## src/hw/rtl/cwm_ram.sv

```systemverilog
`timescale 1ns / 1ps
module cwm_ram #(
  parameter int WIDTH = 15,
  parameter int DEPTH = 256
) (
  input  logic                     clk,
  input  logic                     we,
  input  logic [$clog2(DEPTH)-1:0] waddr,
  input  logic [WIDTH-1:0]         wdata,
  input  logic                     re,
  input  logic [$clog2(DEPTH)-1:0] raddr,
  output logic [WIDTH-1:0]         rdata
);

  logic [WIDTH-1:0] mem [DEPTH];

  always_ff @(posedge clk) begin
    if (we) begin
      mem[waddr] <= wdata;
    end
    if (re) begin
      rdata <= mem[raddr];
    end
  end

endmodule

```

## config.mk

```make
export PLATFORM = sky130hd
export DESIGN_NAME = cwm_ram
export DESIGN_NICKNAME = d
export VERILOG_FILES = /design/src/hw/rtl/cwm_ram.sv
export SDC_FILE = /design/constraint.sdc
export NUM_CORES = 2
export LEC_CHECK = 0
export BUFFER_PORTS_ARGS = -buffer_cell sky130_fd_sc_hd__buf_4
export CORE_UTILIZATION = 63
export DETAILED_ROUTE_END_ITERATION = 10
export PLACE_DENSITY = 0.76
export SLEW_MARGIN = 20
export SYNTH_ARGS = -nofsm -noshare
export SYNTH_HDL_FRONTEND = slang
export SYNTH_SLANG_ARGS = --single-unit
```

## constraint.sdc

```tcl
create_clock -name clk -period 3.45 [get_ports clk]
set_input_delay 0.5175 -clock clk [delete_from_list [all_inputs] [get_ports clk]]
set_output_delay 0.5175 -clock clk [all_outputs]
set_load 0.02 [all_outputs]
```

==> impl_summary.log <==
[metrics] instance count along the most critical hold path: 1
[metrics] cell area after synthesis: around 150000 um^2
[metrics] number of global-route vias before repair: a little under 80000
[metrics] Total Power: between 90 and 100 mW
[metrics] critical path fanouts, max: 1
[metrics] Max Clock Freq: approximately 0.28 GHz
[metrics] footprint of the multi-input gates: 29600 um^2
[metrics] All-Layer GR Usage: 34.1%
[metrics] Tmin final: 3.54 ns
[metrics] class of the worst hold path: primary input to register
[metrics] WL per Instance: around 36 um
[metrics] category of the most critical setup path: register to register
[metrics] violated checks: setup timing
[metrics] Primary FF master, synth: sky130_fd_sc_hd__edfxtp_1
[metrics] Core Util, Final: between 70% and 80%
[metrics] final clock skew: ~0.11 ns
[metrics] violation count after the first detailed-route iteration: roughly 13000
[metrics] Net count, final: between 7000 and 8000
[metrics] PnR worst setup slack: -0.0888 ns
[metrics] Setup crit end kind: register
[metrics] maximum count of clock buffers along a single path: 4
[metrics] Pwr per Cell Area: between 500 and 600 nW/um^2
[metrics] sequential area share after synthesis: between 70% and 80%
[metrics] relative area change from synthesis to final layout: 14.5%
[metrics] total vias in the final route: slightly below 80000
[metrics] Max-Cap Viols: 0
[metrics] FFs w/ async S/R, synth: 0%
[metrics] instance count of the mapped netlist: 6708
[metrics] Remaining DRCs: 0
[metrics] startpoint type of the worst setup path: register
[metrics] CP max stage cell: sky130_fd_sc_hd__nor4_1
[metrics] Reg2Reg Depth: 8
[metrics] endpoint required time on the critical path: 4.16 ns
[metrics] Arr. time, crit path: ~4.3 ns
[metrics] core outline area: about 230000 um^2
[metrics] routed wire length: ~400 mm
[metrics] Layout Cell Area excl Fill: ~170000 um^2
[metrics] detail-routed via count per cell: roughly 7.1
[metrics] clock transition at the registers of the reported paths: about 0.060 ns
[metrics] library cell occupying the most area in the post-synthesis netlist: sky130_fd_sc_hd__edfxtp_1
[metrics] instance area after placement: ~160000 um^2
[metrics] max-slew violation total from the final report: 0
[metrics] clock tree from TritonCTS: built
[metrics] cell-by-cell trace of the critical path: mux4_2 > mux2_2 > a2111oi_0 > buf_4 > a311oi_1 > nor4_1 > buf_4 > nor4_1
[metrics] number of clock sinks: ~3900
[metrics] overflow left after global routing: 0
[metrics] effective utilization at floorplan: 63.5%
[metrics] number of antenna-violating nets in the routed design: 0
[metrics] number of standard-cell rows in the floorplan: roughly 180
[metrics] Leak Pwr: about 54 nW
[metrics] Ports: between 40 and 50
[metrics] RSZ-0062 raised after global routing: no
[metrics] total setup buffers inserted after CTS: 0
[metrics] Post-synth top cells: sky130_fd_sc_hd__edfxtp_1 (3855), sky130_fd_sc_hd__mux4_2 (826), sky130_fd_sc_hd__nor2_1 (292)
[metrics] die width: slightly below 500 um
[metrics] Tightest Pin Transition: between 1 and 1.5 ns
[metrics] Crit path largest cell delay: roughly 0.94 ns
[metrics] proportion of layout cells with a drive suffix above 1: 29.5%
[metrics] clock latency on the worst-skew pair: ~1.0 ns
[metrics] largest cells by area after synthesis: sky130_fd_sc_hd__edfxtp_1 (78%), sky130_fd_sc_hd__mux4_2 (13%), sky130_fd_sc_hd__mux2i_1 (1.5%)
[metrics] Layout fillers: 12479
[metrics] count of cell types in the netlist: 57
[metrics] Syn Area/Cell: about 22 um^2
[metrics] total setup violations reported at the end of the flow: 1
[metrics] global-route wire length before repair: between 500 and 600 mm
[metrics] pin count of the biggest net entering global routing: between 100 and 150
[metrics] number of synthesized flops with an enable pin: 3855
[metrics] length of the first detailed-routing pass in iterations: 6
[metrics] Die Outline Area: roughly 240000 um^2
[metrics] number of failing hold endpoints at the final stage: 0
[metrics] top-count cell post-synth: sky130_fd_sc_hd__edfxtp_1
[metrics] worst voltage drop across the vdd grid: roughly 0.54 mV
[metrics] Clock H-tree levels: 5
[metrics] number of antenna violations at the first check in global routing: 23
[metrics] normalized max-slew margin: 13.1%
[metrics] run status: finished, violations left
[metrics] register bit total from synthesis: a little under 4000
[metrics] half-perimeter wire length after detailed placement: about 240 mm
[metrics] Final GP Congestion: 0.905
[metrics] Reg area: between 100000 and 150000 um^2
[metrics] period utilization: 103%
[metrics] clock buffer count from CTS: approximately 380
[metrics] number of synthesis warnings: 0
[metrics] number of nets in the synthesized netlist: 6742
[metrics] clock root buffer master: sky130_fd_sc_hd__clkbuf_16
[metrics] DIE HEIGHT: roughly 490 um
[metrics] count of input and output buffers: 48
[metrics] Synth top area share: around 78%
-- critical path, delay by kind of cell (launching register included) --
kind / cells / cell delay [ns]
buffers and inverters: 2 / 0.52
DFF: 1 / 0.38
and+or+nand+nor: 2 / 1.00
muxes: 2 / 0.84
AOI/OAI and AO/OA: 2 / 0.56
-- final cells by class --
| type | count | share of cell area [%] |
|---|---|---|
| Antenna cell | 12 | 0.0178 |
| Clock buffer | 455 | 5.81 |
| Clock inverter | 206 | 1.20 |
| Inverter | 3 | 0.00666 |
| Multi-Input combinational cell | 2442 | 17.5 |
| Sequential cell | 3855 | 68.4 |
| Tap cell | 3132 | 2.32 |
| Timing Repair Buffer | 871 | 4.74 |
-- per-stage QoR --
| step | setup TNS, ns | cells | setup slack (ns) | hold WS [ns] |
|---|---|---|---|---|
| final | -0.0888 | 10976 | -0.0888 | 0.0166 |
| after global routing | 0 | 10971 | 0.0234 | 0.00671 |
| after CTS | 0 | 10964 | 0.0437 | 0.00540 |
| after detailed placement | -6.48 | 10301 | -0.835 | 0.957 |
| after global placement | -6.84 | 10301 | -0.808 | 0.955 |
| after floorplan | 0 | 6708 | 0.811 | 0.616 |
-- final timing paths --
kind                                       startpoint               endpoint  slack, ns
worst max-delay path            mem[139][6]$_DFFE_PP_     rdata[6]$_DFFE_PP_      -0.09
worst min register to register  mem[222][3]$_DFFE_PP_     rdata[3]$_DFFE_PP_       1.20
worst max register to register  mem[139][6]$_DFFE_PP_     rdata[6]$_DFFE_PP_      -0.09
worst min-delay path                         wdata[4]  mem[239][4]$_DFFE_PP_       0.02
-- per-layer routing --
layer	vias to the layer above	global-route usage (%)	part of all wire, %
li1	30184	-	-
met1	39841	46.1	34
met2	6336	52.7	47
met3	1040	8.56	13
met4	12	16.4	5.4
met5	-	0	0.019
-- where the power goes --
| group | total (mW) | internal (mW) | leakage, nW | switching (mW) |
|---|---|---|---|---|
| registers | 51.7 | 51.6 | 34.7 | 0.101 |
| logic | 5.36 | 1.95 | 13.7 | 3.41 |
| clock network | 40.1 | 23.0 | 5.79 | 17.1 |
-- sequential cells by signal (all words and copies together), names as in the netlist --
name / flops
mem: 3840
rdata: 15
-- layout by cell type (no fill, tap or decap), drive strengths merged, types with 16 or more instances in the layout --
| cell type | count |
|---|---|
| bufinv | 37 |
| clkinv | 150 |
| clkbuf | 457 |
| a22o | 21 |
| nor3 | 37 |
| a22oi | 222 |
| nand3 | 32 |
| mux2i | 227 |
| a31oi | 16 |
| nor4 | 27 |
| o221ai | 78 |
| buf | 867 |
| a211oi | 40 |
| a21oi | 165 |
| edfxtp | 3855 |
| o22ai | 100 |
| mux2 | 66 |
| a221oi | 48 |
| nand2 | 67 |
| mux4 | 826 |
| nor2 | 293 |
| nor2b | 33 |
| o21ai | 47 |
-- kinds of logic after synthesis --
group                  count (synthesis)  synth area share (%)
multiplexers                        1119                  14.6
buffers and inverters                411                  1.71
AND/OR/NAND/NOR                      552                  1.72
flip-flops                          3855                  78.3
AO/OA/AOI/OAI                        771                  3.60
-- repair_timing --
| item | in CTS | in global routing |
|---|---|---|
| gates resized for setup | 0 | 0 |
| hold endpoints to repair | 31 | 0 |
| hold buffers | 2 | 0 |
Note: power is estimated with default switching activity, not from simulation.
