===== src/hw/rtl/cwm_pkg.sv =====
`timescale 1ns / 1ps
package cwm_pkg;

  localparam int COMP_COUNT  = 3;
  localparam int COMP_WIDTH  = 5;
  localparam int COLOUR_W    = 15;
  localparam int LAYER_COUNT = 6;
  localparam int TDATA_IN_W  = 72;
  localparam int RGB_W       = 24;
  localparam int CFG_DATA_W  = 16;
  localparam int CFG_INDEX_W = 3;
  localparam logic [7:0] EDGE_LEFT_OPEN  = 8'd0;
  localparam logic [7:0] EDGE_RIGHT_OPEN = 8'd255;
  localparam logic [4:0] COMP_MAX        = 5'd31;
  // Reciprocal of 15 scaled by 2^15; exact for products up to 255 * 15.
  localparam int RECIP15_SHIFT = 15;
  localparam logic [23:0] RECIP15 = 24'd2185;

  typedef enum logic {
    ACT_PAL_WRITE = 1'b0,
    ACT_COMPOSE   = 1'b1
  } cwm_action_t;

  typedef enum logic [2:0] {
    REG_MATH_SELECT  = 3'd0,
    REG_MATH_ENABLE  = 3'd1,
    REG_FIXED_COLOUR = 3'd2,
    REG_BRIGHTNESS   = 3'd3,
    REG_WIN_ONE      = 3'd4,
    REG_WIN_TWO      = 3'd5,
    REG_WIN_CONTROL  = 3'd6,
    REG_MARGIN       = 3'd7
  } cwm_reg_t;

  typedef enum logic [1:0] {
    WIN_NEVER   = 2'd0,
    WIN_OUTSIDE = 2'd1,
    WIN_INSIDE  = 2'd2,
    WIN_ALWAYS  = 2'd3
  } cwm_win_mode_t;

  typedef enum logic [1:0] {
    COMB_OR   = 2'd0,
    COMB_AND  = 2'd1,
    COMB_XOR  = 2'd2,
    COMB_XNOR = 2'd3
  } cwm_comb_t;

  typedef struct packed {
    logic [7:0]  math_select;
    logic [7:0]  math_enable;
    logic [14:0] fixed_colour;
    logic [3:0]  brightness;
    logic [15:0] win_one;
    logic [15:0] win_two;
    logic [5:0]  win_control;
    logic [7:0]  margin;
  } cwm_cfg_t;

  typedef logic [COMP_COUNT-1:0][COMP_WIDTH-1:0] cwm_comp_t;

  function automatic logic mode_holds(input cwm_win_mode_t mode, input logic in_win);
    logic hit;
    hit = 1'b0;
    unique case (mode)
      WIN_NEVER:   hit = 1'b0;
      WIN_OUTSIDE: hit = !in_win;
      WIN_INSIDE:  hit = in_win;
      WIN_ALWAYS:  hit = 1'b1;
      default:     hit = 1'b0;
    endcase
    return hit;
  endfunction

endpackage


===== src/hw/rtl/cwm_window.sv =====
`timescale 1ns / 1ps
module cwm_window (
  input  cwm_pkg::cwm_cfg_t  cfg,
  input  logic signed [10:0] x_position,
  output logic               in_win
);
  import cwm_pkg::*;

  logic signed [11:0] x_ext;
  logic               hit_one;
  logic               hit_two;
  logic               a;
  logic               b;

  // Edges at the screen borders open up by the margin.
  function automatic logic edge_hit(input logic [15:0] bounds, input logic signed [11:0] x,
                                    input logic [7:0] m);
    logic signed [11:0] left;
    logic signed [11:0] right;
    left  = (bounds[7:0] == EDGE_LEFT_OPEN) ? -$signed({4'd0, m})
                                            : $signed({4'd0, bounds[7:0]});
    right = (bounds[15:8] == EDGE_RIGHT_OPEN) ? $signed(12'd255 + {4'd0, m})
                                              : $signed({4'd0, bounds[15:8]});
    return (x >= left) && (x <= right);
  endfunction

  assign x_ext   = 12'(x_position);
  assign hit_one = edge_hit(cfg.win_one, x_ext, cfg.margin);
  assign hit_two = edge_hit(cfg.win_two, x_ext, cfg.margin);
  assign a       = hit_one ^ cfg.win_control[0];
  assign b       = hit_two ^ cfg.win_control[2];

  always_comb begin
    in_win = 1'b0;
    if (!cfg.win_control[1]) begin
      in_win = cfg.win_control[3] && b;
    end else if (!cfg.win_control[3]) begin
      in_win = a;
    end else begin
      unique case (cwm_comb_t'(cfg.win_control[5:4]))
        COMB_OR:   in_win = a | b;
        COMB_AND:  in_win = a & b;
        COMB_XOR:  in_win = a ^ b;
        COMB_XNOR: in_win = ~(a ^ b);
        default:   in_win = 1'b0;
      endcase
    end
  end

endmodule


===== config.mk =====
export PLATFORM = sky130hd
export DESIGN_NAME = cwm_window
export DESIGN_NICKNAME = d
export VERILOG_FILES = /design/src/hw/rtl/cwm_pkg.sv /design/src/hw/rtl/cwm_window.sv
export SDC_FILE = /design/constraint.sdc
export NUM_CORES = 1
export LEC_CHECK = 0
export BUFFER_PORTS_ARGS = -buffer_cell sky130_fd_sc_hd__buf_4
export CORE_MARGIN = 2
export CORE_UTILIZATION = 30
export DETAILED_ROUTE_END_ITERATION = 8
export PLACE_DENSITY_LB_ADDON = 0.25
export SLEW_MARGIN = 20
export SYNTH_ARGS = -nofsm -noshare
export SYNTH_HDL_FRONTEND = slang
export SYNTH_SLANG_ARGS = --single-unit

===== constraint.sdc =====
create_clock -name vclk -period 17.5
set_clock_uncertainty 0.05 [all_clocks]
set_input_delay 4.375 -clock vclk [all_inputs]
set_output_delay 4.375 -clock vclk [all_outputs]
set_load 0.05 [all_outputs]

==> qor.yml <==
die:
  die_w_um: 76.1
  rows: 26
  ios: 93
  die_height_um: 76.1
  initial_core_util: 0.307
  die-area_um2: 5790
  core_um2: 5070
grt:
  grt-ovfl-total: 0
  grt_pass1_wl_um: 7650
  first_global_vias: 1751
  track_usage: 0.156
  grt_max_degree: 12
  antenna_found_initial: 0
min_path:
  min-delay-start: "cfg[11]"
  whs_endpoint: "in_win"
  worstHoldPathType: "in -> out"
  min_path_cells: 4
place:
  dp_hpwl_um: 4280
  dp_cells: 339
  place.gp.congestion: 0.770
  dp_worst_setup_slack_ns: 4.85
  port_buffers: 58
power_and_ir_drop:
  leakage_nw: 0.958
  p_sw_frac: 0.503
  power_frac_seq: 0
  powerDensity_nw_per_um2: 21.8
  clock_power_share: 0
  power_frac_comb: 1.000
  p_sw_mw: 0.0227
  internal_power_mw: 0.0224
  irDropWorstVdd_mv: 0.0100
critical_path:
  cp.required_ns: 13.08
  worstSetupPathType: "in -> out"
  path_cells: "buf_4 -> or4_1 -> nor4_1 -> and2b_1 -> a21oi_1 -> ha_1 -> nand3b_1 -> a21boi_0 -> o21bai_1 -> a21o_1 -> a22oi_1 -> xnor2_1 -> inv_1 -> ha_1 -> nand2_1 -> o21ai_0 -> o2111ai_1 -> o221ai_2 -> buf_4"
  endpoint_kind: "output pin"
  cp.arrival_ns: 8.17
  start_kind: "input pin"
  slowest_delay_ns: 0.58
  worstPathMaxFanout: 11
  crit_slowest_cell: "or4_1"
logic_synthesis:
  netlist_instances: 213
  netlist_area_um2: 1560
  ys_seq_area_frac: 0
  ys_warn_count: 0
  synthesis.nets: 350
  synth_cell_type_count: 40
  avgSynthCellArea_um2: 7.33
sta:
  fin_tns_setup_ns: 0
  hold_viol: 0
  fin_crit_sh: 0.720
  slew_headroom: 0.550
  hold_slack_ns: 9.17
  min_period_ns: 12.59
  fmax_mhz: 79.4
  setup_viol: 0
  setup_slack_ns: 4.91
  drv_slew: 0
  rsz0062_at_grt: "false"
  worst_pin_slew_ns: 0.672
clocking:
  post_cts_buffers: 0
  cts_hold_buf: 0
  post_cts_resized: 0
finish:
  multi_input_area_um2: 1530
  clock_buffers: 0
  stdcell_count: 339
  seq_cells: 0
  drive_gt1_frac: 0.238
  nets: 408
  nFillCells: 575
  seq_area_um2: 0
  area_delta_synth_final_pct: 32.8
  n_antenna_cell: 0
run:
  maxCapViolCount: 0
routing:
  firstDrtPassIters: 4
  drc: 0
  drtAntennaViolNets: 0
  drt-initial-drc-count: 42
  totalWireLength_um: 4690
  via_per_inst: 5.24
  wl_per_cell_um: 13.8
  vias: 1777
status:
  status: "finished clean"
==> layer usage <==
metal | global-route usage | share of wire | up-vias
met5 | 0 | 0 | -
met3 | 0.00592 | 0.032 | 4
met4 | 0.0127 | 0.0094 | 0
met1 | 0.187 | 0.44 | 802
met2 | 0.315 | 0.52 | 47
li1 | - | - | 924
==> power by group through the flow <==
| stage | registers, mW | logic (mW) | clock network, mW |
|---|---|---|---|
| after floorplan | 0 | 0.0246 | 0 |
| after global placement | 0 | 0.0445 | 0 |
| after detailed placement | 0 | 0.0452 | 0 |
| after CTS | 0 | 0.0455 | 0 |
| after global routing | 0 | 0.0511 | 0 |
| final | 0 | 0.0451 | 0 |
==> logic make-up (layout without fill, tap and decap cells) <==
kind of cell / Yosys count / in the layout / share of synthesized area
adders and majority gates: 45 / 45 / 0.361
AOI/OAI and AO/OA: 74 / 74 / 0.291
xor gates and xnor gates: 13 / 13 / 0.0778
and+or+nand+nor: 73 / 73 / 0.249
buffers and inverters: 8 / 64 / 0.0217
==> how the worst max path moves through the flow <==
stage                        from  slack, ns  depth (start not counted)     end
after floorplan           cfg[34]       5.51                         18  in_win
after global placement    cfg[18]       4.88                         18  in_win
after detailed placement  cfg[18]       4.85                         18  in_win
after CTS                 cfg[18]       4.84                         18  in_win
after global routing      cfg[34]       4.44                         19  in_win
final                     cfg[34]       4.91                         19  in_win
==> worst max-delay path, delay by kind of cell <==
kind / cells / cell delay [ns]
compound gates: 8 / 1.19
fa+ha+maj: 2 / 0.60
xor+xnor: 1 / 0.23
buf+inv: 3 / 0.39
simple gates: 5 / 1.37
==> through the flow <==
stage	area [um^2]	util	power, mW
after floorplan	1560	-	0.0246
after global placement	2070	0.408	0.0445
after detailed placement	2070	0.408	0.0452
after CTS	2070	0.408	0.0455
after global routing	2070	0.408	0.0511
final	2070	0.408	0.0451
==> Yosys cell counts, types with 4 or more instances <==
master    number  share of area
a21o_1         8          0.038
a21oi_1       25          0.080
ha_1          45           0.36
inv_1          6          0.014
nand2_1       27          0.065
nand2b_1       4          0.016
nand4_1        6          0.024
nor2_1         8          0.019
nor2b_1        5          0.020
nor3_1         4          0.013
o21ai_0       21          0.067
xnor2_1        6          0.034
xor2_1         6          0.034
==> final cells by class <==
cell class	count	area share
multi-input cells	205	0.737
repair buffers	58	0.210
well taps	70	0.0423
inverters	6	0.0109
==> placed cells by master, fill, tap and decap left out, drive strengths merged <==
cell type	n
buf	58
ha	45
nand2	27
a21oi	25
o21ai	22
nor2	8
a21o	8
xnor2	7
nand4	6
inv	6
xor2	6
nor2b	5
nor3	5
nand2b	4
a21boi	3
a31oi	3
and4	3
a211oi	3
nand3	3
nor4	2
or3	2
or2	2
o21bai	2
o211ai	2
or4	1
and2b	1
nand3b	1
nor4bb	1
and3	1
a22oi	1
o311ai	1
a2111oi	1
nand4b	1
o311a	1
o2111ai	1
o221ai	1
(Power assumes the default switching activity.)
