<file path="src/hw/rtl/cwm_pkg.sv">
`timescale 1ns / 1ps
package cwm_pkg;

  localparam int COMP_COUNT  = 3;
  localparam int COMP_WIDTH  = 5;
  localparam int COLOUR_W    = 15;
  localparam int LAYER_COUNT = 6;
  localparam int TDATA_IN_W  = 72;
  localparam int RGB_W       = 24;
  localparam int CFG_DATA_W  = 16;
  localparam int CFG_INDEX_W = 3;
  localparam logic [7:0] EDGE_LEFT_OPEN  = 8'd0;
  localparam logic [7:0] EDGE_RIGHT_OPEN = 8'd255;
  localparam logic [4:0] COMP_MAX        = 5'd31;
  // Reciprocal of 15 scaled by 2^15; exact for products up to 255 * 15.
  localparam int RECIP15_SHIFT = 15;
  localparam logic [23:0] RECIP15 = 24'd2185;

  typedef enum logic {
    ACT_PAL_WRITE = 1'b0,
    ACT_COMPOSE   = 1'b1
  } cwm_action_t;

  typedef enum logic [2:0] {
    REG_MATH_SELECT  = 3'd0,
    REG_MATH_ENABLE  = 3'd1,
    REG_FIXED_COLOUR = 3'd2,
    REG_BRIGHTNESS   = 3'd3,
    REG_WIN_ONE      = 3'd4,
    REG_WIN_TWO      = 3'd5,
    REG_WIN_CONTROL  = 3'd6,
    REG_MARGIN       = 3'd7
  } cwm_reg_t;

  typedef enum logic [1:0] {
    WIN_NEVER   = 2'd0,
    WIN_OUTSIDE = 2'd1,
    WIN_INSIDE  = 2'd2,
    WIN_ALWAYS  = 2'd3
  } cwm_win_mode_t;

  typedef enum logic [1:0] {
    COMB_OR   = 2'd0,
    COMB_AND  = 2'd1,
    COMB_XOR  = 2'd2,
    COMB_XNOR = 2'd3
  } cwm_comb_t;

  typedef struct packed {
    logic [7:0]  math_select;
    logic [7:0]  math_enable;
    logic [14:0] fixed_colour;
    logic [3:0]  brightness;
    logic [15:0] win_one;
    logic [15:0] win_two;
    logic [5:0]  win_control;
    logic [7:0]  margin;
  } cwm_cfg_t;

  typedef logic [COMP_COUNT-1:0][COMP_WIDTH-1:0] cwm_comp_t;

  function automatic logic mode_holds(input cwm_win_mode_t mode, input logic in_win);
    logic hit;
    hit = 1'b0;
    unique case (mode)
      WIN_NEVER:   hit = 1'b0;
      WIN_OUTSIDE: hit = !in_win;
      WIN_INSIDE:  hit = in_win;
      WIN_ALWAYS:  hit = 1'b1;
      default:     hit = 1'b0;
    endcase
    return hit;
  endfunction

endpackage

</file>
<file path="src/hw/rtl/cwm_scale.sv">
`timescale 1ns / 1ps
module cwm_scale (
  input  logic               clk,
  input  logic               en,
  input  cwm_pkg::cwm_comp_t comp,
  input  logic [3:0]         brightness,
  output logic [23:0]        rgb
);
  import cwm_pkg::*;

  logic [COMP_COUNT-1:0][11:0] prod;

  // First stage: expand 5 to 8 bits and multiply by brightness.
  always_ff @(posedge clk) begin
    if (en) begin
      for (int k = 0; k < COMP_COUNT; k++) begin
        prod[k] <= {comp[k], comp[k][4:2]} * {8'd0, brightness};
      end
    end
  end

  // Second stage: divide by 15 through the reciprocal; red lands in the top byte.
  always_ff @(posedge clk) begin
    logic [23:0] scaled;
    if (en) begin
      for (int k = 0; k < COMP_COUNT; k++) begin
        scaled = 24'(prod[k]) * RECIP15;
        rgb[(COMP_COUNT-1-k)*8 +: 8] <= scaled[RECIP15_SHIFT +: 8];
      end
    end
  end

endmodule

</file>
<file path="config.mk">
export PLATFORM = sky130hd
export DESIGN_NAME = cwm_scale
export DESIGN_NICKNAME = d
export VERILOG_FILES = /design/src/hw/rtl/cwm_pkg.sv /design/src/hw/rtl/cwm_scale.sv
export SDC_FILE = /design/constraint.sdc
export NUM_CORES = 1
export LEC_CHECK = 0
export BUFFER_PORTS_ARGS = -buffer_cell sky130_fd_sc_hd__buf_2
export CORE_ASPECT_RATIO = 0.8
export CORE_MARGIN = 5
export CORE_UTILIZATION = 50
export CTS_BUF_LIST = sky130_fd_sc_hd__clkbuf_2 sky130_fd_sc_hd__clkbuf_4 sky130_fd_sc_hd__clkbuf_8
export DETAILED_ROUTE_END_ITERATION = 8
export PLACE_DENSITY = 0.67
export SKIP_LAST_GASP = 1
export SYNTH_ARGS = -nofsm -noshare
export SYNTH_HDL_FRONTEND = slang
export SYNTH_SLANG_ARGS = --single-unit
export TNS_END_PERCENT = 100
</file>
<file path="constraint.sdc">
create_clock -name clk -period 4.2 [get_ports clk]
set_input_delay 0 -clock clk [delete_from_list [all_inputs] [get_ports clk]]
set_output_delay 0 -clock clk [all_outputs]
set_load 0.05 [all_outputs]
</file>
==> results of run 1 <==
registers in the layout (all words and copies together) (netlist names):
name	cells
prod	36
rgb	24
layout make-up:
type / count / area (um^2) / share of cell area (%)
Timing Repair Buffer: 46 / 235 / 2.65
Inverter: 112 / 420 / 4.73
Tap cell: 215 / 269 / 3.03
Sequential cell: 60 / 1800 / 20.3
Clock inverter: 7 / 66.3 / 0.746
Clock buffer: 9 / 124 / 1.39
Multi-Input combinational cell: 617 / 5970 / 67.2
report_power, final:
| part | switching, mW | total, mW | internal [mW] |
|---|---|---|---|
| clock | 0.251 | 0.523 | 0.271 |
| sequential | 0.120 | 1.16 | 1.04 |
| combinational | 2.89 | 5.04 | 2.15 |
cell families (layout without fill, tap and decap cells):
| group | after synthesis | in the layout |
|---|---|---|
| adder cells (fa/ha/maj) | 282 | 282 |
| AND/OR/NAND/NOR | 179 | 179 |
| buffers and inverters | 117 | 174 |
| AO/OA/AOI/OAI | 112 | 112 |
| flip-flops | 60 | 60 |
| XOR/XNOR | 44 | 44 |
worst max path at each step:
stage	cells past startpoint	from	to	slack, ps
after detailed placement	13	prod[27]$_DFFE_PP_	rgb[7]$_DFFE_PP_	310
after global placement	13	prod[27]$_DFFE_PP_	rgb[7]$_DFFE_PP_	380
final	13	prod[27]$_DFFE_PP_	rgb[7]$_DFFE_PP_	280
after floorplan	13	prod[27]$_DFFE_PP_	rgb[7]$_DFFE_PP_	510
after CTS	13	prod[27]$_DFFE_PP_	rgb[7]$_DFFE_PP_	280
after global routing	13	prod[27]$_DFFE_PP_	rgb[7]$_DFFE_PP_	70
critical path: stages, from the launching register on:
cell and delay, ps:
edfxtp_1 440, ha_1 370, inv_1 70, fa_1 490, inv_1 40, ha_1 290, ha_1 200, ha_1 370
a211oi_2 280, o211a_1 220, a21oi_1 90, or2_4 250, a2111o_1 400, and3_1 160
layer usage:
layer | share of wire [%] | wire length [um]
met1 | 54 | 7910
met3 | 4.3 | 633
met5 | 0 | 0
met2 | 41 | 6030
met4 | 1.3 | 189
Yosys cell counts, drive strengths merged, types with 5 or more instances:
cell,number
a2111oi,5
a211o,5
a21o,9
a21oi,31
and2,37
and3,6
clkbuf,5
edfxtp,60
fa,54
ha,228
inv,112
nand2,49
nand3,13
nand4,6
nor2,29
nor2b,8
nor3,15
o211ai,7
o21ai,23
xnor2,29
xor2,15
stage by stage:
stage / total power, mW / hold slack (ps) / cell area (um^2)
2_1_floorplan: 5.15 / 112 / 8210
3_3_place_gp: 6.14 / 398 / 8700
3_5_place_dp: 6.19 / 399 / 8700
4_1_cts: 6.79 / 9.15 / 8890
5_1_grt: 7.57 / 33.3 / 8890
6_report: 6.72 / 28.1 / 8890
==> impl_metrics.ini, run 1 <==
[place]
dp.final_hpwl_mm = 12.7
place_inst = 1050
gp_congestion = 0.845
post-place-ws_ps = 307
port_buffers = 44

[detailed_routing]
antenna_left = 0
totalWireLength_mm = 14.8
drtIter0Drc = 291
avgViaCountPerCell = 5.31
vias = 5659
dr.pass1.iters = 5
drc_errors = 0
avgRoutedWirePerCell_um = 13.8

[grt]
grt_pass1_vias = 5529
use_met1_pct = 25.1
grt_start_max_net_pins = 49
antenna_found_initial = 0
grt_usage_pct = 16.3
grt_pass1_wl_mm = 25.9
gr-total-overflow = 0
grt_use_met2_pct = 22.9
grtUsageMet3_pct = 3.51
grt.busiest_layer = met1

[clocking]
clkLatencyLatePin_ps = 370
cts_hold_buf = 0
path_clk_slew_ps = 70
cts_buffers = 9
cts_buffer_depth = 2
clock_sinks = 60
postCtsSetupRepairBufs = 0
cts_repair_resize_count = 0
root_buffer = clkbuf_8
htreeDepth = 3
tritoncts = built

[run_status]
status = finished, final reports clean

[timing]
final-setup-viol-count = 0
maxSlewViolCount = 0
worst_pin_slew_ps = 605
setup_ws_ps = 280
fmax_mhz = 255
relSlewSlack_pct = 58.6
min_period_ps = 3920
finClkSkew_ps = 7.15
final.setup.tns_ps = 0
finalCritPeriodShare_pct = 93.3
rsz0062_at_grt = false
final_hold_viol_count = 0

[synth]
synth_top_area_share_pct = 34.7
synthCells = 794
syn-num-nets = 1097
synth_seq_cells = 60
synthAdderAreaFrac_pct = 47.9
synth.area.top_cells = ha_1 35%, edfxtp_1 22%, fa_1 13%
synth_edf_count = 60
yosysTopAreaCell = ha_1
syn_area_per_cell_um2 = 10.3
yosys.area_share.simple_pct = 11.0
synth_cell_types = 49
synth_mux_area_share_pct = 0
synth-xor-area-share_pct = 4.69
synth_top_family_by_area = adder cells
synth_compound_area_share_pct = 9.16
synthArstFlopShare_pct = 0
synth_warnings = 0
synth_seq_area_share_pct = 21.9
synth-main-ff-cell = edfxtp_1
synth_area_um2 = 8210

[floorplan]
initial_core_util_pct = 51.5
die_y_um = 125
core-area_um2 = 16000
die-area_um2 = 19100
fp-row-count = 41
ios = 45
die_x_um = 153

[min_path]
holdPathStages = 3
holdCritPathClass = in -> reg
hold_end = prod[24]$_DFFE_PP_
holdCritStartpoint = comp[12]

[worst_setup_path]
timing.rr.start = prod[27]$_DFFE_PP_
arrival_ps = 4040
path_class = reg -> reg
end_kind = flip-flop
worst_ep_required_time_ps = 4320
critPathLaunchType = flip-flop
r2r_setup_slack_ps = 280
rr_worst_depth = 13
r2r-end = rgb[7]$_DFFE_PP_
path_max_fanout = 6

[pwr]
vdd_ir_drop_max_uv = 360
cellPowerDensity_nw_per_um2 = 756
p_leak_nw = 4.64

[layout]
drive_above_1_share_pct = 8.46
syn2layout_area_growth_pct = 8.23
fillers = 1453
layout_common_cells = 228 x ha_1, 112 x inv_1, 60 x edfxtp_1
utilization_pct = 55.7
final_cells = 1066
fin_nets = 1149
n_antenna_cell = 0
final_common_cell = ha_1

[flow_run]
drv_cap = 0
(Power assumes the default switching activity.)
==> run 2: changes to the inputs <==
--- a/config.mk
+++ b/config.mk
@@ -6,7 +6,6 @@
 export NUM_CORES = 1
 export LEC_CHECK = 0
 export BUFFER_PORTS_ARGS = -buffer_cell sky130_fd_sc_hd__buf_2
-export CORE_ASPECT_RATIO = 0.8
 export CORE_MARGIN = 5
 export CORE_UTILIZATION = 50
 export CTS_BUF_LIST = sky130_fd_sc_hd__clkbuf_2 sky130_fd_sc_hd__clkbuf_4 sky130_fd_sc_hd__clkbuf_8
==> impl_metrics.ini, run 2 (synthesis results as in run 1) <==
[run_status]
status = finished, final reports clean

[timing]
final_hold_viol_count = 0
relSlewSlack_pct = 61.1
fmax_mhz = 254
final.setup.tns_ps = 0
min_period_ps = 3940
setup_ws_ps = 261
worst_pin_slew_ps = 583
finClkSkew_ps = 9.41
finalCritPeriodShare_pct = 93.8
maxSlewViolCount = 0
rsz0062_at_grt = false
final-setup-viol-count = 0

[floorplan]
die-area_um2 = 19100
initial_core_util_pct = 51.3
ios = 45
die_x_um = 138
fp-row-count = 46
core-area_um2 = 16000
die_y_um = 138

[detailed_routing]
drc_errors = 0
antenna_left = 0
avgRoutedWirePerCell_um = 13.5
totalWireLength_mm = 14.4
vias = 5536
avgViaCountPerCell = 5.19
dr.pass1.iters = 4
drtIter0Drc = 171

[layout]
multi_input_area_um2 = 5970
syn2layout_area_growth_pct = 7.82
largest_registers = prod (36), rgb (24)
drive_above_1_share_pct = 8.35
design_area_um2 = 8850
final_common_cell = ha_1
fillers = 1443
final_cells = 1066
largest_reg_flops = 36
n_antenna_cell = 0
fin_nets = 1148
layout_common_cells = 228 x ha_1, 112 x inv_1, 60 x edfxtp_1
regArea_um2 = 1800
top_register = prod

[worst_setup_path]
worstPathCellList = ha_1, inv_1, fa_1, inv_1, ha_1, ha_1, ha_1, a211oi_2, o211a_1, a21oi_1, or2_4, a2111o_1, and3_1
worst_path_max_delay_cell = fa_1
arrival_ps = 4040
critPathLaunchType = flip-flop
worst_ep_required_time_ps = 4300
path_class = reg -> reg
crit_top_cell = ha_1
end_kind = flip-flop
path_max_fanout = 6
slowest_delay_ps = 510

[place]
dp.final_hpwl_mm = 12.4
post-place-ws_ps = 254
port_buffers = 44
gp_congestion = 0.845
place_area_um2 = 8690
place_inst = 1050

[grt]
grt_pass1_vias = 5560
grt_start_max_net_pins = 38
grt_usage_pct = 15.7
gr-total-overflow = 0
grt_pass1_wl_mm = 25.5
antenna_found_initial = 0

[clocking]
clkLatencyLatePin_ps = 340
tritoncts = built
postCtsSetupRepairBufs = 0
cts_hold_buf = 0
path_clk_slew_ps = 70
clock_sinks = 60
root_buffer = clkbuf_8
htreeDepth = 3
cts_repair_resize_count = 0
cts_buffer_depth = 2
cts_buffers = 9

[pwr]
vdd_ir_drop_max_uv = 335
p_leak_nw = 4.62
cellPowerDensity_nw_per_um2 = 755
p_total_mw = 6.68

[min_path]
holdCritPathClass = in -> reg

[flow_run]
drv_cap = 0
## run 2: cell types whose count changed in the layout (fill, tap and decap cells not counted), sizes merged
cell | before | now
inv | 113 | 112
clkbuf | 9 | 10
bufinv | 1 | 0
buf | 46 | 45
clkinvlp | 0 | 1
## run 2: where the power goes
part	switching, mW	leakage [nW]	internal (mW)	total (mW)
Combinational	2.91	3.94	2.16	5.07
Clock	0.233	0.0867	0.214	0.447
Sequential	0.120	0.586	1.04	1.16
## run 2: area by class of cell
cell class	instances	share of cell area, %
clock inverter	6	0.353
tap	216	3.05
sequential	60	20.4
clock buffer	10	1.48
multi-input combinational	617	67.4
timing repair buffer	45	2.57
inverter	112	4.75
## run 2: path summary, 6_finish.rpt
| kind | from | to | slack, ps | depth (start not counted) |
|---|---|---|---|---|
| worst max-delay path | prod[27]$_DFFE_PP_ | rgb[7]$_DFFE_PP_ | 260 | 13 |
| worst min-delay path | comp[7] | prod[12]$_DFFE_PP_ | 60 | 3 |
| worst max register to register | prod[27]$_DFFE_PP_ | rgb[7]$_DFFE_PP_ | 260 | 13 |
| worst min register to register | prod[11]$_DFFE_PP_ | rgb[23]$_DFFE_PP_ | 850 | 2 |
## run 2: per-stage QoR
step | utilization, % | hold slack, ps
detailed placement | 54.3 | 398
CTS | 55.3 | 40.3
global placement | 54.3 | 401
finish | 55.3 | 60.6
floorplan | - | 112
global route | 55.3 | 90.8
## run 2: worst max-delay path, delay by kind of cell, from the launching register on
family	cells	cell delay, ps
buffers and inverters	2	110
AOI/OAI and AO/OA	4	990
and+or+nand+nor	2	410
DFF	1	450
adders and majority gates	5	1720
## run 2: layer usage
| metal | GRT usage (%) | routed length, um | up-vias |
|---|---|---|---|
| met3 | 2.07 | 346 | 12 |
| met2 | 24.4 | 6210 | 65 |
| met1 | 23.2 | 7650 | 2549 |
| met4 | 3.74 | 161 | 0 |
| li1 | - | - | 2910 |
| met5 | 0 | 0 | - |
