`src/hw/rtl/cwm_pkg.sv`:
```
`timescale 1ns / 1ps
package cwm_pkg;

  localparam int COMP_COUNT  = 3;
  localparam int COMP_WIDTH  = 5;
  localparam int COLOUR_W    = 15;
  localparam int LAYER_COUNT = 6;
  localparam int TDATA_IN_W  = 72;
  localparam int RGB_W       = 24;
  localparam int CFG_DATA_W  = 16;
  localparam int CFG_INDEX_W = 3;
  localparam logic [7:0] EDGE_LEFT_OPEN  = 8'd0;
  localparam logic [7:0] EDGE_RIGHT_OPEN = 8'd255;
  localparam logic [4:0] COMP_MAX        = 5'd31;
  // Reciprocal of 15 scaled by 2^15; exact for products up to 255 * 15.
  localparam int RECIP15_SHIFT = 15;
  localparam logic [23:0] RECIP15 = 24'd2185;

  typedef enum logic {
    ACT_PAL_WRITE = 1'b0,
    ACT_COMPOSE   = 1'b1
  } cwm_action_t;

  typedef enum logic [2:0] {
    REG_MATH_SELECT  = 3'd0,
    REG_MATH_ENABLE  = 3'd1,
    REG_FIXED_COLOUR = 3'd2,
    REG_BRIGHTNESS   = 3'd3,
    REG_WIN_ONE      = 3'd4,
    REG_WIN_TWO      = 3'd5,
    REG_WIN_CONTROL  = 3'd6,
    REG_MARGIN       = 3'd7
  } cwm_reg_t;

  typedef enum logic [1:0] {
    WIN_NEVER   = 2'd0,
    WIN_OUTSIDE = 2'd1,
    WIN_INSIDE  = 2'd2,
    WIN_ALWAYS  = 2'd3
  } cwm_win_mode_t;

  typedef enum logic [1:0] {
    COMB_OR   = 2'd0,
    COMB_AND  = 2'd1,
    COMB_XOR  = 2'd2,
    COMB_XNOR = 2'd3
  } cwm_comb_t;

  typedef struct packed {
    logic [7:0]  math_select;
    logic [7:0]  math_enable;
    logic [14:0] fixed_colour;
    logic [3:0]  brightness;
    logic [15:0] win_one;
    logic [15:0] win_two;
    logic [5:0]  win_control;
    logic [7:0]  margin;
  } cwm_cfg_t;

  typedef logic [COMP_COUNT-1:0][COMP_WIDTH-1:0] cwm_comp_t;

  function automatic logic mode_holds(input cwm_win_mode_t mode, input logic in_win);
    logic hit;
    hit = 1'b0;
    unique case (mode)
      WIN_NEVER:   hit = 1'b0;
      WIN_OUTSIDE: hit = !in_win;
      WIN_INSIDE:  hit = in_win;
      WIN_ALWAYS:  hit = 1'b1;
      default:     hit = 1'b0;
    endcase
    return hit;
  endfunction

endpackage

```
`src/hw/rtl/cwm_blend.sv`:
```
`timescale 1ns / 1ps
module cwm_blend (
  input  cwm_pkg::cwm_cfg_t  cfg,
  input  logic               in_win,
  input  logic [3:0]         layer,
  input  logic [14:0]        main_colour,
  input  logic [14:0]        sub_colour,
  input  logic               sub_present,
  output cwm_pkg::cwm_comp_t comp
);
  import cwm_pkg::*;

  logic        clipped;
  logic        math;
  logic        use_sub;
  logic        half;
  logic [14:0] other;

  always_comb begin
    clipped = mode_holds(cwm_win_mode_t'(cfg.math_select[7:6]), in_win);
    math    = !mode_holds(cwm_win_mode_t'(cfg.math_select[5:4]), in_win) &&
              (layer < 4'(LAYER_COUNT)) && cfg.math_enable[layer[2:0]];
    use_sub = math && cfg.math_select[1];
    half    = math && cfg.math_enable[6] && !clipped;
    other   = cfg.fixed_colour;
    if (use_sub) begin
      if (sub_present) begin
        other = sub_colour;
      end else begin
        half = 1'b0;
      end
    end
  end

  // The three components are independent lanes.
  always_comb begin
    logic [4:0] base;
    logic [4:0] operand;
    logic [5:0] acc;
    comp = '0;
    for (int k = 0; k < COMP_COUNT; k++) begin
      base    = clipped ? 5'd0 : main_colour[k*COMP_WIDTH +: COMP_WIDTH];
      operand = other[k*COMP_WIDTH +: COMP_WIDTH];
      acc     = {1'b0, base};
      if (math) begin
        if (cfg.math_enable[7]) begin
          acc = (base >= operand) ? {1'b0, base - operand} : 6'd0;
        end else begin
          acc = {1'b0, base} + {1'b0, operand};
        end
        if (half) begin
          acc = acc >> 1;
        end
        if (acc > {1'b0, COMP_MAX}) begin
          acc = {1'b0, COMP_MAX};
        end
      end
      comp[k] = acc[4:0];
    end
  end

endmodule

```
`config.mk`:
```
export PLATFORM = sky130hd
export DESIGN_NAME = cwm_blend
export DESIGN_NICKNAME = d
export VERILOG_FILES = /design/src/hw/rtl/cwm_pkg.sv /design/src/hw/rtl/cwm_blend.sv
export SDC_FILE = /design/constraint.sdc
export NUM_CORES = 1
export LEC_CHECK = 0
export BUFFER_PORTS_ARGS = -buffer_cell sky130_fd_sc_hd__buf_2
export CAP_MARGIN = 20
export CORE_MARGIN = 5
export CORE_UTILIZATION = 25
export DETAILED_ROUTE_END_ITERATION = 8
export PLACE_DENSITY = 0.61
export SLEW_MARGIN = 25
export SYNTH_ARGS = -nofsm -noshare
export SYNTH_HDL_FRONTEND = slang
export SYNTH_SLANG_ARGS = --single-unit
```
`constraint.sdc`:
```
create_clock -name vclk -period 5.1
set_input_delay 0.51 -clock vclk [all_inputs]
set_output_delay 0.51 -clock vclk [all_outputs]
set_load 0.03 [all_outputs]
```
==> impl_metrics.env, run 1 <==
export IMPL_fillers=884
export IMPL_final_hold_viol_count=0
export IMPL_end_kind="primary output"
export IMPL_cp_start_kind="input pin"
export IMPL_grt_pass1_vias=2291
export IMPL_status="completed"
export IMPL_cp_required_ns=4.59
export IMPL_hold_buffers=0
export IMPL_p_leak_nw=1.246
export IMPL_path_cells="buf_2 > mux2i_1 > or3_1 > a311oi_2 > and3_1 > buf_4 > mux2_1 > ha_1 > fa_1 > nand2b_1 > a22oi_1 > nand4_1 > o311ai_0 > o22ai_1 > o21ai_0 > buf_2"
export IMPL_cts_setup_buffers=0
export IMPL_yosysTopAreaCell="ha_1"
export IMPL_routedWlPerCell_um=13.95
export IMPL_finalInstanceArea_um2=2587
export IMPL_core_area_um2=8217
export IMPL_drive_above_1_share_pct=27.37
export IMPL_multi_input_area_um2=1982
export IMPL_die_area_um2=10340
export IMPL_insertedDiodeCount=0
export IMPL_syn_nets=441
export IMPL_yosys_area_share_simple_pct=25.83
export IMPL_ctsResizeCount=0
export IMPL_finalCritPeriodShare_pct=92.48
export IMPL_drt_iter0_markers=71
export IMPL_power_density_nw_per_um2=111.5
export IMPL_tns_ns=0
export IMPL_synthTopCellsByArea="ha_1 (18%), mux2i_1 (7.6%), fa_1 (5.7%), mux2_2 (5.4%), nor2_1 (4.8%)"
export IMPL_clock_buffers=0
export IMPL_post_dp_hpwl_mm=5.459
export IMPL_grt_ovfl_total=0
export IMPL_grt_antenna_before_repair=0
export IMPL_synth_mux_area_share_pct=17.26
export IMPL_die_h_um=101.7
export IMPL_vias=2327
export IMPL_yosysWarnings=0
export IMPL_tightest_slew_ns=0.6418
export IMPL_seq_cell_count=0
export IMPL_synth_compound_area_share_pct=24.29
export IMPL_min_period_ns=4.717
export IMPL_crit_type="input pin to primary output"
export IMPL_crit_fanout=12
export IMPL_peakVddDrop_v=0.00004669
export IMPL_synthAdderAreaFrac_pct=23.57
export IMPL_crit_slowest_cell="fa_1"
export IMPL_slowest_delay_ns=0.41
export IMPL_synth_top_family_by_area="simple AND/OR/NAND/NOR gates"
export IMPL_hold_path_class="input pin to primary output"
export IMPL_postRouteAntennaNets=0
export IMPL_setup_violations=0
export IMPL_synth_area_um2=2102
export IMPL_synth_area_per_cell_um2=7.299
export IMPL_die_width_um=101.7
export IMPL_grt_max_degree=27
export IMPL_dpl_instance_area_um2=2587
export IMPL_cap_violations=0
export IMPL_gr_usage_all_layers_pct=11.89
export IMPL_arrival_ns=4.21
export IMPL_firstDrtPassIters=4
export IMPL_worst_path_buf_inv=3
export IMPL_seqCellArea_um2=0
export IMPL_postSynthCellCount=288
export IMPL_grt_pass1_wl_mm=10.36
export IMPL_slew_violations=0
export IMPL_path_common_cell="buf_2"
export IMPL_ys_types=49
export IMPL_row_count=33
export IMPL_io_pins=132
export IMPL_start_util_pct=25.58
export IMPL_drt_wl_total_mm=6.458
export IMPL_cp_depth=16
export IMPL_nets=513
export IMPL_drc=0
export IMPL_gp_congestion=0.8247
export IMPL_slew_headroom_pct=57.09
export IMPL_synth_xor_area_share_pct=3.333
export IMPL_io_buffer_count=79
export IMPL_holdPathStages=4
export IMPL_synth_seq_area_share_pct=0
export IMPL_whs_ns=1.452
export IMPL_drt_vias_per_instance=5.026
export IMPL_critical_path_top_delay_family="compound AO/OA/AOI/OAI gates"
export IMPL_syn2layout_area_growth_pct=23.10
export IMPL_yosys_area_top_type_share_pct=17.86
export IMPL_rsz0062_at_grt="false"
export IMPL_fmax_mhz=212.0
-- routing by layer --
metal	track usage, %	wire length (µm)	share of wire (%)	vias up
met3	0.7576	390	6.0	2
met1	15.89	2945	46	1061
met5	0	0	0	-
met4	0.3067	24	0.37	0
li1	-	-	-	1194
met2	22.08	3097	48	70
-- placed cells by master (no fill, tap or decap), drive strengths merged, types with 3 or more instances in the layout --
cell / count
a211o: 6
a211oi: 4
a21oi: 12
a31oi: 4
and2: 12
and3: 3
buf: 83
fa: 6
ha: 30
inv: 12
mux2: 18
mux2i: 16
nand2: 24
nand2b: 10
nand3: 6
nor2: 27
nor2b: 7
nor3: 7
o21ai: 18
o22ai: 12
o31ai: 3
or2: 3
xnor2: 5
xor2: 3
-- path summary, 6_finish.rpt --
| kind | from | to |
|---|---|---|
| worst max-delay path | layer[2] | comp[3] |
| worst min-delay path | main_colour[10] | comp[10] |
-- synthesized netlist by cell type (all sizes together) (2+ instances only) --
cell type  count
xor2           3
and2          12
inv           12
o21ai         18
nand2         24
clkbuf        10
a211o          6
mux2          18
and3           3
nor2b          7
nand3          6
nor2          27
buf            3
a21oi         12
a31oi          4
a311oi         2
nand2b        10
o22ai         12
or3            2
a211oi         4
xnor2          5
nor3           7
o21a           2
nand4          2
o32ai          2
fa             6
nand3b         2
or2            3
o31ai          3
ha            30
o311ai         2
mux2i         16
-- where the power goes --
part	total, mW	switching, mW	internal (mW)
sequential	0	0	0
clock	0	0	0
combinational	0.288	0.166	0.122
-- through the flow --
step           instances  utilization (%)  setup WS (ns)  total power, mW
6_report             463            31.49         0.3834           0.2884
2_1_floorplan        288                -         0.5714           0.2073
3_5_place_dp         463            31.49         0.3946           0.2878
5_1_grt              463            31.49         0.1114           0.3221
4_1_cts              463            31.49         0.3802           0.2895
3_3_place_gp         463            31.49         0.4086           0.2822
-- final cells by class --
| class | instances | share of cell area, % |
|---|---|---|
| inverter | 13 | 1.886 |
| multi-input combinational | 262 | 76.60 |
| tap | 105 | 5.077 |
| timing repair buffer | 83 | 16.44 |
-- logic make-up after synthesis --
| family | count (synthesis) |
|---|---|
| AND/OR/NAND/NOR | 108 |
| AO/OA/AOI/OAI | 76 |
| adder cells (fa/ha/maj) | 36 |
| multiplexers | 34 |
| buffers and inverters | 26 |
| XOR/XNOR | 8 |
(Power assumes the default switching activity.)
==> inputs of run 2 (changes only) <==
Settings changed: BUFFER_PORTS_ARGS -buffer_cell sky130_fd_sc_hd__buf_2 to -buffer_cell sky130_fd_sc_hd__buf_4.
==> run 2 against run 1 <==
Against the previous run:
- sequential share of layout area unchanged
- worst setup slack better by 0.065 ns
- final area up 7.6%
- maximum frequency up 1.4%
- critical path depth unchanged
- via count down 1.1%
==> impl_metrics.env, run 2 (synthesis gave the netlist of run 1 again) <==
export IMPL_setup_violations=0
export IMPL_die_width_um=101.7
export IMPL_tns_ns=0
export IMPL_seqCellArea_um2=0
export IMPL_drt_wl_total_mm=6.424
export IMPL_postRouteAntennaNets=0
export IMPL_routedWlPerCell_um=13.87
export IMPL_hold_path_class="input pin to primary output"
export IMPL_hold_buffers=0
export IMPL_finalInstanceArea_um2=2785
export IMPL_cap_violations=0
export IMPL_firstDrtPassIters=4
export IMPL_core_area_um2=8217
export IMPL_path_cells="buf_4 > mux2i_1 > or3_1 > a311oi_2 > and3_1 > buf_4 > mux2_1 > ha_1 > fa_1 > nand2b_1 > a22oi_1 > nand4_1 > o311ai_0 > o22ai_1 > o21ai_0 > buf_4"
export IMPL_crit_slowest_cell="fa_1"
export IMPL_die_h_um=101.7
export IMPL_grt_pass1_vias=2259
export IMPL_io_pins=132
export IMPL_syn2layout_area_growth_pct=32.50
export IMPL_critical_path_top_delay_family="compound AO/OA/AOI/OAI gates"
export IMPL_dpl_instance_area_um2=2785
export IMPL_nets=513
export IMPL_clock_buffers=0
export IMPL_slowest_delay_ns=0.42
export IMPL_ctsResizeCount=0
export IMPL_io_buffer_count=79
export IMPL_power_density_nw_per_um2=110.6
export IMPL_p_leak_nw=1.307
export IMPL_final_hold_viol_count=0
export IMPL_fmax_mhz=215.0
export IMPL_drt_vias_per_instance=4.972
export IMPL_gp_congestion=0.8470
export IMPL_grt_pass1_wl_mm=10.27
export IMPL_die_area_um2=10340
export IMPL_gr_usage_all_layers_pct=11.81
export IMPL_crit_fanout=12
export IMPL_worst_path_buf_inv=3
export IMPL_rsz0062_at_grt="false"
export IMPL_arrival_ns=4.14
export IMPL_cp_required_ns=4.59
export IMPL_seq_cell_count=0
export IMPL_grt_ovfl_total=0
export IMPL_insertedDiodeCount=0
export IMPL_row_count=33
export IMPL_start_util_pct=25.58
export IMPL_min_period_ns=4.652
export IMPL_peakVddDrop_v=0.00005083
export IMPL_whs_ns=1.468
export IMPL_end_kind="primary output"
export IMPL_slew_violations=0
export IMPL_status="completed"
export IMPL_tightest_slew_ns=0.6136
export IMPL_grt_antenna_before_repair=0
export IMPL_crit_type="input pin to primary output"
export IMPL_post_dp_hpwl_mm=5.481
export IMPL_slew_headroom_pct=58.98
export IMPL_final_common_cell="buf_4"
export IMPL_drive_above_1_share_pct=27.37
export IMPL_vias=2302
export IMPL_cts_setup_buffers=0
export IMPL_drc=0
export IMPL_cp_start_kind="input pin"
export IMPL_drt_iter0_markers=80
export IMPL_grt_max_degree=27
export IMPL_path_common_cell="buf_4"
export IMPL_mostFrequentLayoutCells="buf_4 (83), ha_1 (30), nor2_1 (27)"
export IMPL_finalCritPeriodShare_pct=91.21
## run 2: cell counts in the layout (fill, tap and decap cells not counted)
No cell type changed its count.
## run 2: final timing paths
path / from / to / slack (ns) / depth (start not counted)
hold / removal: main_colour[10] / comp[10] / 1.47 / 4
setup / recovery: layer[2] / comp[3] / 0.45 / 16
## run 2: per-stage QoR
step / total power, mW / instances / worst slack [ns] / util, %
final: 0.3079 / 463 / 0.4482 / 33.90
after floorplan: 0.2073 / 288 / 0.5714 / -
after global routing: 0.3430 / 463 / 0.2199 / 33.90
after detailed placement: 0.3083 / 463 / 0.4485 / 33.90
after global placement: 0.3033 / 463 / 0.4245 / 33.90
after CTS: 0.3098 / 463 / 0.4259 / 33.90
## run 2: report_power, final
part,total [mW],internal (mW),switching (mW)
sequential,0,0,0
clock,0,0,0
combinational,0.308,0.142,0.166
total,0.308,0.142,0.166
## run 2: area by class of cell
type | count | area [µm²]
Fill cell | 889 | 5431
Inverter | 13 | 48.80
Multi-Input combinational cell | 262 | 1982
Tap cell | 105 | 131.4
Timing Repair Buffer | 83 | 623.1
## run 2: per-layer routing
metal  GRT usage (%)  share of wire [%]  vias up
met4          0.2045                  0        0
met2           21.98                 48       57
met3          0.8264                5.2        0
met1           15.72                 47     1049
met5               0                  0        -
li1                -                  -     1196
